`src/sv/ordered_array_list_engine_defines.svh`:
```
// ----------------------------------------------------------------------------
// ordered_array_list_engine_defines
// assertion macros used by the ordered list engine top level
// ----------------------------------------------------------------------------
`ifndef ORDERED_ARRAY_LIST_ENGINE_DEFINES_SVH
`define ORDERED_ARRAY_LIST_ENGINE_DEFINES_SVH

`ifndef NO_ASSERTIONS
// checked outside reset only
`define OALE_ASSERT(label, prop, msg) \
  label: assert property (@(posedge clk_i) disable iff (!rst_ni) (prop)) else $error(msg);
// checked at every edge, reset included
`define OALE_ASSERT_ALWAYS(label, prop, msg) \
  label: assert property (@(posedge clk_i) (prop)) else $error(msg);
`else
`define OALE_ASSERT(label, prop, msg)
`define OALE_ASSERT_ALWAYS(label, prop, msg)
`endif

`endif

```
`src/sv/oale_pkg.sv`:
```
// ----------------------------------------------------------------------------
// oale_pkg
// types and codes shared by the ordered list engine modules
// ----------------------------------------------------------------------------
package oale_pkg;

  localparam int unsigned KeyW = 32;
  localparam int unsigned PayW = 64;
  localparam int unsigned CntW = 9;

  // operation codes
  typedef enum logic [2:0] {
    OP_INSERT     = 3'd0,
    OP_REMOVE_AT  = 3'd1,
    OP_REMOVE_KEY = 3'd2,
    OP_FIND_KEY   = 3'd3,
    OP_READ_AT    = 3'd4,
    OP_COUNT_KEY  = 3'd5,
    OP_CLEAR      = 3'd6
  } op_e;

  // result status codes
  typedef enum logic [2:0] {
    ST_OK     = 3'd0,
    ST_FULL   = 3'd1,
    ST_EMPTY  = 3'd2,
    ST_BADPOS = 3'd3,
    ST_NOKEY  = 3'd4
  } status_e;

  // sequencer states
  typedef enum logic [2:0] {
    S_IDLE,
    S_DECODE,
    S_SHIFT_UP,
    S_SHIFT_DN,
    S_SCAN,
    S_FETCH,
    S_DONE
  } seq_state_e;

  // one stored record
  typedef struct packed {
    logic signed [KeyW-1:0] key;
    logic [PayW-1:0]        payload;
  } rec_t;

  // one accepted input transaction
  typedef struct packed {
    op_e                    op;
    logic [CntW-1:0]        position;
    logic signed [KeyW-1:0] key;
    logic [PayW-1:0]        payload;
  } item_t;

  // one result transaction
  typedef struct packed {
    status_e                status;
    logic signed [KeyW-1:0] found_key;
    logic [PayW-1:0]        found_payload;
    logic [CntW-1:0]        match_count;
    logic [CntW-1:0]        list_length;
  } result_t;

endpackage

```
`src/sv/oale_seq.sv`:
```
// ----------------------------------------------------------------------------
// oale_seq
// operation sequencer: decodes a transaction, then shifts or scans the
// record memory one entry per cycle and builds the result
// ----------------------------------------------------------------------------
module oale_seq import oale_pkg::*; #(
  parameter int unsigned Capacity = 256,
  parameter int unsigned AddrW    = 8
) (
  input  logic             clk_i,
  input  logic             rst_ni,
  input  logic             accept_i,
  input  item_t            item_i,
  input  logic [CntW-1:0]  cap_i,
  output logic             busy_o,
  output logic             res_valid_o,
  input  logic             res_take_i,
  output result_t          res_o,
  output logic             mem_we_o,
  output logic [AddrW-1:0] mem_waddr_o,
  output rec_t             mem_wdata_o,
  output logic [AddrW-1:0] mem_raddr_o,
  input  rec_t             mem_rdata_i
);

  localparam int unsigned CapLimitInt = (Capacity > 511) ? 511 : Capacity;
  localparam logic [CntW-1:0] CapLimit = CntW'(CapLimitInt);

  seq_state_e state_q, state_d;
  logic [CntW-1:0] count_q, count_d;
  logic            pend_q, pend_d;
  logic [CntW-1:0] idx_q, idx_d;
  logic [CntW-1:0] at_q, at_d;
  logic [CntW-1:0] wr_addr_q, wr_addr_d;
  item_t           item_q;
  status_e         status_q, status_d;
  logic signed [KeyW-1:0] fkey_q, fkey_d;
  logic [PayW-1:0] fpay_q, fpay_d;
  logic [CntW-1:0] match_q, match_d;

  logic [CntW-1:0] cap_used;
  logic            ins_full, ins_badpos, rm_empty, rm_badpos, rd_bad;
  logic [CntW-1:0] ins_at, rm_at;
  logic            key_hit, scan_more, up_more, dn_more;
  logic [CntW-1:0] raddr, waddr;

  // decode conditions
  always_comb begin
    cap_used   = (cap_i > CapLimit) ? CapLimit : cap_i;
    ins_full   = count_q >= cap_used;
    ins_badpos = item_q.position > cap_used;
    ins_at     = (item_q.position < count_q) ? item_q.position : count_q;
    rm_empty   = count_q == '0;
    rm_badpos  = item_q.position >= cap_used;
    rm_at      = (item_q.position < count_q) ? item_q.position : count_q - 1'b1;
    rd_bad     = (item_q.position == '0) || (item_q.position > count_q);
    key_hit    = pend_q && (mem_rdata_i.key == item_q.key);
    scan_more  = idx_q < count_q;
    up_more    = idx_q > at_q;
    dn_more    = ({1'b0, idx_q} + 10'd1) < {1'b0, count_q};
  end

  // next state
  always_comb begin
    state_d = state_q;
    unique case (state_q)
      S_IDLE: begin
        if (accept_i) state_d = S_DECODE;
      end
      S_DECODE: begin
        unique case (item_q.op)
          OP_INSERT:     state_d = (ins_full || ins_badpos) ? S_DONE : S_SHIFT_UP;
          OP_REMOVE_AT:  state_d = (rm_empty || rm_badpos) ? S_DONE : S_SHIFT_DN;
          OP_REMOVE_KEY: state_d = rm_empty ? S_DONE : S_SCAN;
          OP_FIND_KEY:   state_d = S_SCAN;
          OP_READ_AT:    state_d = rd_bad ? S_DONE : S_FETCH;
          OP_COUNT_KEY:  state_d = rm_empty ? S_DONE : S_SCAN;
          default:       state_d = S_DONE;
        endcase
      end
      S_SHIFT_UP: begin
        if (!up_more && !pend_q) state_d = S_DONE;
      end
      S_SHIFT_DN: begin
        if (!dn_more && !pend_q) state_d = S_DONE;
      end
      S_SCAN: begin
        if (key_hit && item_q.op == OP_FIND_KEY) begin
          state_d = S_DONE;
        end else if (key_hit && item_q.op == OP_REMOVE_KEY) begin
          state_d = S_SHIFT_DN;
        end else if (!pend_q && !scan_more) begin
          state_d = S_DONE;
        end
      end
      S_FETCH: state_d = S_DONE;
      S_DONE: begin
        if (res_take_i) state_d = S_IDLE;
      end
      default: state_d = S_IDLE;
    endcase
  end

  // datapath and memory control
  always_comb begin
    count_d     = count_q;
    pend_d      = pend_q;
    idx_d       = idx_q;
    at_d        = at_q;
    wr_addr_d   = wr_addr_q;
    status_d    = status_q;
    fkey_d      = fkey_q;
    fpay_d      = fpay_q;
    match_d     = match_q;
    mem_we_o    = 1'b0;
    waddr       = wr_addr_q;
    mem_wdata_o = mem_rdata_i;
    raddr       = idx_q;
    unique case (state_q)
      S_DECODE: begin
        status_d = ST_OK;
        fkey_d   = '0;
        fpay_d   = '0;
        match_d  = '0;
        pend_d   = 1'b0;
        idx_d    = '0;
        unique case (item_q.op) inside
          OP_INSERT: begin
            if (ins_full) begin
              status_d = ST_FULL;
            end else if (ins_badpos) begin
              status_d = ST_BADPOS;
            end
            idx_d = count_q;
            at_d  = ins_at;
          end
          OP_REMOVE_AT: begin
            if (rm_empty) begin
              status_d = ST_EMPTY;
            end else if (rm_badpos) begin
              status_d = ST_BADPOS;
            end
            idx_d = rm_at;
          end
          OP_REMOVE_KEY, OP_COUNT_KEY: begin
            if (rm_empty) status_d = ST_EMPTY;
          end
          OP_READ_AT: begin
            if (rd_bad) status_d = ST_BADPOS;
            raddr = item_q.position - 1'b1;
          end
          OP_CLEAR: count_d = '0;
          default: ;
        endcase
      end
      // move entries up, highest first, then drop the new record in
      S_SHIFT_UP: begin
        if (pend_q) mem_we_o = 1'b1;
        if (up_more) begin
          raddr     = idx_q - 1'b1;
          pend_d    = 1'b1;
          wr_addr_d = idx_q;
          idx_d     = idx_q - 1'b1;
        end else if (!pend_q) begin
          mem_we_o    = 1'b1;
          waddr       = at_q;
          mem_wdata_o = '{key: item_q.key, payload: item_q.payload};
          count_d     = count_q + 1'b1;
        end else begin
          pend_d = 1'b0;
        end
      end
      // move entries down over the removed one, lowest first
      S_SHIFT_DN: begin
        if (pend_q) mem_we_o = 1'b1;
        if (dn_more) begin
          raddr     = idx_q + 1'b1;
          pend_d    = 1'b1;
          wr_addr_d = idx_q;
          idx_d     = idx_q + 1'b1;
        end else if (!pend_q) begin
          count_d = count_q - 1'b1;
        end else begin
          pend_d = 1'b0;
        end
      end
      // read ascending, compare the entry read in the previous cycle
      S_SCAN: begin
        if (scan_more) begin
          raddr     = idx_q;
          pend_d    = 1'b1;
          wr_addr_d = idx_q;
          idx_d     = idx_q + 1'b1;
        end else begin
          pend_d = 1'b0;
        end
        if (key_hit) begin
          match_d = match_q + 1'b1;
          fkey_d  = mem_rdata_i.key;
          fpay_d  = mem_rdata_i.payload;
        end
        if (key_hit && item_q.op == OP_REMOVE_KEY) begin
          idx_d   = wr_addr_q;
          pend_d  = 1'b0;
          match_d = '0;
          fkey_d  = '0;
          fpay_d  = '0;
        end else if (!key_hit && !pend_q && !scan_more && item_q.op != OP_COUNT_KEY) begin
          status_d = ST_NOKEY;
        end
        if (item_q.op != OP_COUNT_KEY) match_d = '0;
        if (item_q.op != OP_FIND_KEY) begin
          fkey_d = '0;
          fpay_d = '0;
        end
      end
      S_FETCH: begin
        fkey_d = mem_rdata_i.key;
        fpay_d = mem_rdata_i.payload;
      end
      default: ;
    endcase
  end

  assign mem_waddr_o = AddrW'(waddr);
  assign mem_raddr_o = AddrW'(raddr);

  // control state
  always_ff @(posedge clk_i or negedge rst_ni) begin
    if (!rst_ni) begin
      state_q <= S_IDLE;
      count_q <= '0;
      pend_q  <= 1'b0;
    end else begin
      state_q <= state_d;
      count_q <= count_d;
      pend_q  <= pend_d;
    end
  end

  // working registers
  always_ff @(posedge clk_i) begin
    if (accept_i) item_q <= item_i;
    idx_q     <= idx_d;
    at_q      <= at_d;
    wr_addr_q <= wr_addr_d;
    status_q  <= status_d;
    fkey_q    <= fkey_d;
    fpay_q    <= fpay_d;
    match_q   <= match_d;
  end

  assign busy_o      = state_q != S_IDLE;
  assign res_valid_o = state_q == S_DONE;
  assign res_o       = '{status: status_q, found_key: fkey_q, found_payload: fpay_q,
                         match_count: match_q, list_length: count_q};

endmodule

```
`config.mk`:
```
export PLATFORM = sky130hd
export DESIGN_NAME = oale_seq
export DESIGN_NICKNAME = d
export VERILOG_FILES = /design/src/sv/ordered_array_list_engine_defines.svh /design/src/sv/oale_pkg.sv /design/src/sv/oale_seq.sv
export SDC_FILE = /design/constraint.sdc
export NUM_CORES = 1
export LEC_CHECK = 0
export ABC_AREA = 1
export BUFFER_PORTS_ARGS = -buffer_cell sky130_fd_sc_hd__buf_2
export CAP_MARGIN = 40
export CORE_ASPECT_RATIO = 0.5
export CORE_MARGIN = 3
export CORE_UTILIZATION = 30
export CTS_BUF_LIST = sky130_fd_sc_hd__clkbuf_8
export CTS_CLUSTER_SIZE = 40
export DETAILED_ROUTE_END_ITERATION = 8
export GPL_TIMING_DRIVEN = 1
export PLACE_DENSITY = 0.5
export SETUP_SLACK_MARGIN = 0.3
export SYNTH_ARGS = -nofsm -noshare
export SYNTH_HDL_FRONTEND = slang
export SYNTH_SLANG_ARGS = --single-unit
```
`constraint.sdc`:
```
create_clock -name clk_i -period 10.9 [get_ports clk_i]
set_clock_uncertainty 0.15 [all_clocks]
set_input_delay 2.725 -clock clk_i [delete_from_list [all_inputs] [get_ports clk_i]]
set_output_delay 2.725 -clock clk_i [all_outputs]
set_load 0.005 [all_outputs]
```
==> results.toml <==
[run_status]
status = "complete, no violations"

[synthesis]
yosysUniqueCellTypes = 49
synth_ff_type = "edfxtp_1"
synth_cells = 1610
yosysWarnings = 0
synth_edf_count = 243
ys_ff_latch = 256
synth_top_cell_by_area = "edfxtp_1"
yosys.area.top_type_share_pct = 51.7
ys_seq_area_share_pct = 54.0
synth-simple-area-share_pct = 22.4
synth_most_common_cell = "nand2_1"
synth_mux_area_share_pct = 0.0798
synth_fa_ha_area_share_pct = 5.23
synth_xor_xnor_area_share_pct = 1.49
synth.area.top_cells = "edfxtp_1 52%, nand2_1 9.8%, nor2_1 7.5%"
synth_compound_area_share_pct = 8.73
async_flop_share_pct = 5.08
syn_nets = 1886
syn_area_per_cell_um2 = 8.77
ys_top_cells_by_count = "367 x nand2_1, 283 x nor2_1, 243 x edfxtp_1, 223 x inv_1, 97 x a21oi_1"
synth_area_um2 = 14100
synth_top_family_by_area = "simple AND/OR/NAND/NOR gates"

[grt]
grt_max_degree = 208
grt_pass1_vias = 11839
grtUsageTotal_pct = 19.0
grt_pass1_wl_mm = 72.5
antenna_found_initial = 9
overflow = 0

[clock_network]
htreeDepth = 2
clock_latency_ns = 0.61
cts-root-buf = "clkbuf_8"
ctsResizeCount = 0
numClockSinks = 256
postCtsSetupBuffers = 0
numCtsBuffers = 44
cts_hold_buf = 0
cts_tree = "yes"
clockBufferDepth = 3
clkTransAtPathRegs_ns = 0.06

[drt]
drtPass1Iterations = 5
wirelength_mm = 48.9
drtAntennaViolNets = 0
route.detailed.drc = 0
route.vias.total = 12330
drtIter0Drc = 1010
viasPerCell = 4.52
wl_per_cell_um = 17.9

[setup_path]
crit_fanout = 12
worst_setup_path_start_kind = "flip-flop"
path_class = "reg -> out"
endpoint_kind = "primary output"
cp.required_ns = 8.03
worstPathArrival_ns = 3.81

[finish]
final_nets = 2343
area_growth_pct = 26.4
fill_cells = 4771
drive_above_1_share_pct = 26.9

[sta]
rsz0062_at_grt = "no"
period_share_pct = 61.3
holdWs_ns = 0.397
finalSetupViolations = 0
hold_viol = 0
finalCriticalPeriod_ns = 6.69
drv_slew = 0
setup_tns_ns = 0
worstMarginPinSlew_ns = 0.888
slew_headroom_pct = 40.8
fmax_ghz = 0.150
setup_ws_ns = 4.21

[place]
place_congestion = 0.896
place_ws_ns = 4.71
place_hpwl_mm = 37.3
portBuffers = 448

[min_path]
hold_path_class = "reg -> reg"

[floorplan]
ios = 449
core_area_um2 = 45800
fp-row-count = 55
fp.dieH_um = 159
fp.dieArea_um2 = 49900
die_x_um = 313
initial_core_util_pct = 30.8

[run]
maxCapViolations = 0

[power]
p_leak_nw = 8.71
power.density_nw_per_um2 = 257
ir_worst_vdd_mv = 0.118
path summary, 6_finish.rpt:
| kind | end | cells after the start | slack, ns | from |
|---|---|---|---|---|
| setup / recovery | mem_raddr_o[1] | 21 | 4.21 | idx_q[2]$_DFFE_PP_ |
| hold / removal | state_q[1]$_DFFE_PN0P_ | 2 | 0.40 | state_q[1]$_DFFE_PN0P_ |
| setup reg to reg | wr_addr_q[4]$_DFFE_PP_ | 18 | 7.34 | idx_q[2]$_DFFE_PP_ |
| hold reg to reg | state_q[1]$_DFFE_PN0P_ | 2 | 0.40 | state_q[1]$_DFFE_PN0P_ |
| max in group asynchronous | count_q[3]$_DFFE_PN0P_ | 1 | 8.43 | rst_ni |
| min in group asynchronous | count_q[6]$_DFFE_PN0P_ | 1 | 1.88 | rst_ni |
layer usage:
| layer | track usage [%] | part of all wire [%] | vias up |
|---|---|---|---|
| met5 | 0 | 0.049 | - |
| met4 | 5.95 | 2.7 | 4 |
| met3 | 4.33 | 5.6 | 93 |
| met2 | 34.2 | 51 | 326 |
| met1 | 22.5 | 41 | 5710 |
| li1 | - | - | 6197 |
stage by stage:
step | cells | instance area [um2] | power (mW) | util [%]
detailed placement | 2648 | 17000 | 3.78 | 37.1
global route | 2729 | 17800 | 4.98 | 38.9
global placement | 2646 | 17000 | 3.76 | 37.1
finish | 2729 | 17800 | 4.59 | 38.9
CTS | 2722 | 17800 | 4.66 | 38.9
floorplan | 1610 | 14100 | 2.92 | -
kinds of logic after synthesis:
| logic type | count (synthesis) |
|---|---|
| buffers and inverters | 285 |
| and+or+nand+nor | 763 |
| adders and majority gates | 59 |
| xor gates and xnor gates | 24 |
| AOI/OAI and AO/OA | 222 |
| DFF | 256 |
| muxes | 1 |
placed cells by master, fill, tap and decap left out, drive strengths merged, types with 3 or more instances in the layout:
master | Yosys | final
ha | 59 | 59
nor2 | 290 | 290
a31oi | 3 | 3
clkinv | 1 | 14
nor4 | 5 | 5
nor3 | 16 | 16
nand3 | 54 | 54
o31ai | 4 | 4
xnor2 | 4 | 4
a21oi | 98 | 98
o211ai | 10 | 10
buf | 32 | 457
o21ai | 97 | 97
inv | 238 | 251
diode | 0 | 7
edfxtp | 243 | 243
nand2 | 372 | 372
xor2 | 20 | 20
nand3b | 4 | 4
o32ai | 3 | 3
dfrtp | 13 | 13
clkbuf | 14 | 44
nand4 | 17 | 17
flip-flops by register name, summed over array words and instances (netlist names):
register   flops
pend_q         1
fkey_q        32
at_q           9
wr_addr_q      9
idx_q          9
match_q        9
count_q        9
fpay_q        64
state_q        3
status_q       3
item_q       108
critical path, cell delays in order (launching register included):
cell	delay, ns
edfxtp_1	0.70
nand2_2	0.12
nor2_4	0.15
nand3_1	0.12
xor2_1	0.21
inv_1	0.09
ha_1	0.29
nand2_1	0.09
inv_1	0.04
a21oi_1	0.12
nand2_1	0.07
nand2_1	0.07
nand2_1	0.05
nand2_1	0.11
nand2_1	0.06
nand2_1	0.22
nand2_1	0.21
nand2_1	0.10
nand2_1	0.06
inv_1	0.09
nand3_1	0.08
buf_2	0.14
cell type report:
cell class | instances | area (um2) | share of cell area, %
well taps | 627 | 785 | 4.40
inverters | 239 | 897 | 5.03
clock buffers | 44 | 606 | 3.39
diodes | 7 | 17.5 | 0.0982
multi-input cells | 1069 | 5380 | 30.2
flip-flops and latches | 256 | 7620 | 42.7
repair buffers | 457 | 2320 | 13.0
clock inverters | 30 | 203 | 1.14
power breakdown:
group          switching, mW  total [mW]  internal (mW)  leakage (nW)
registers              0.192        1.69           1.50          2.56
clock network          0.430       0.858          0.428         0.446
logic                   1.33        2.04          0.709          5.70
Note: power is estimated with default switching activity, not from simulation.
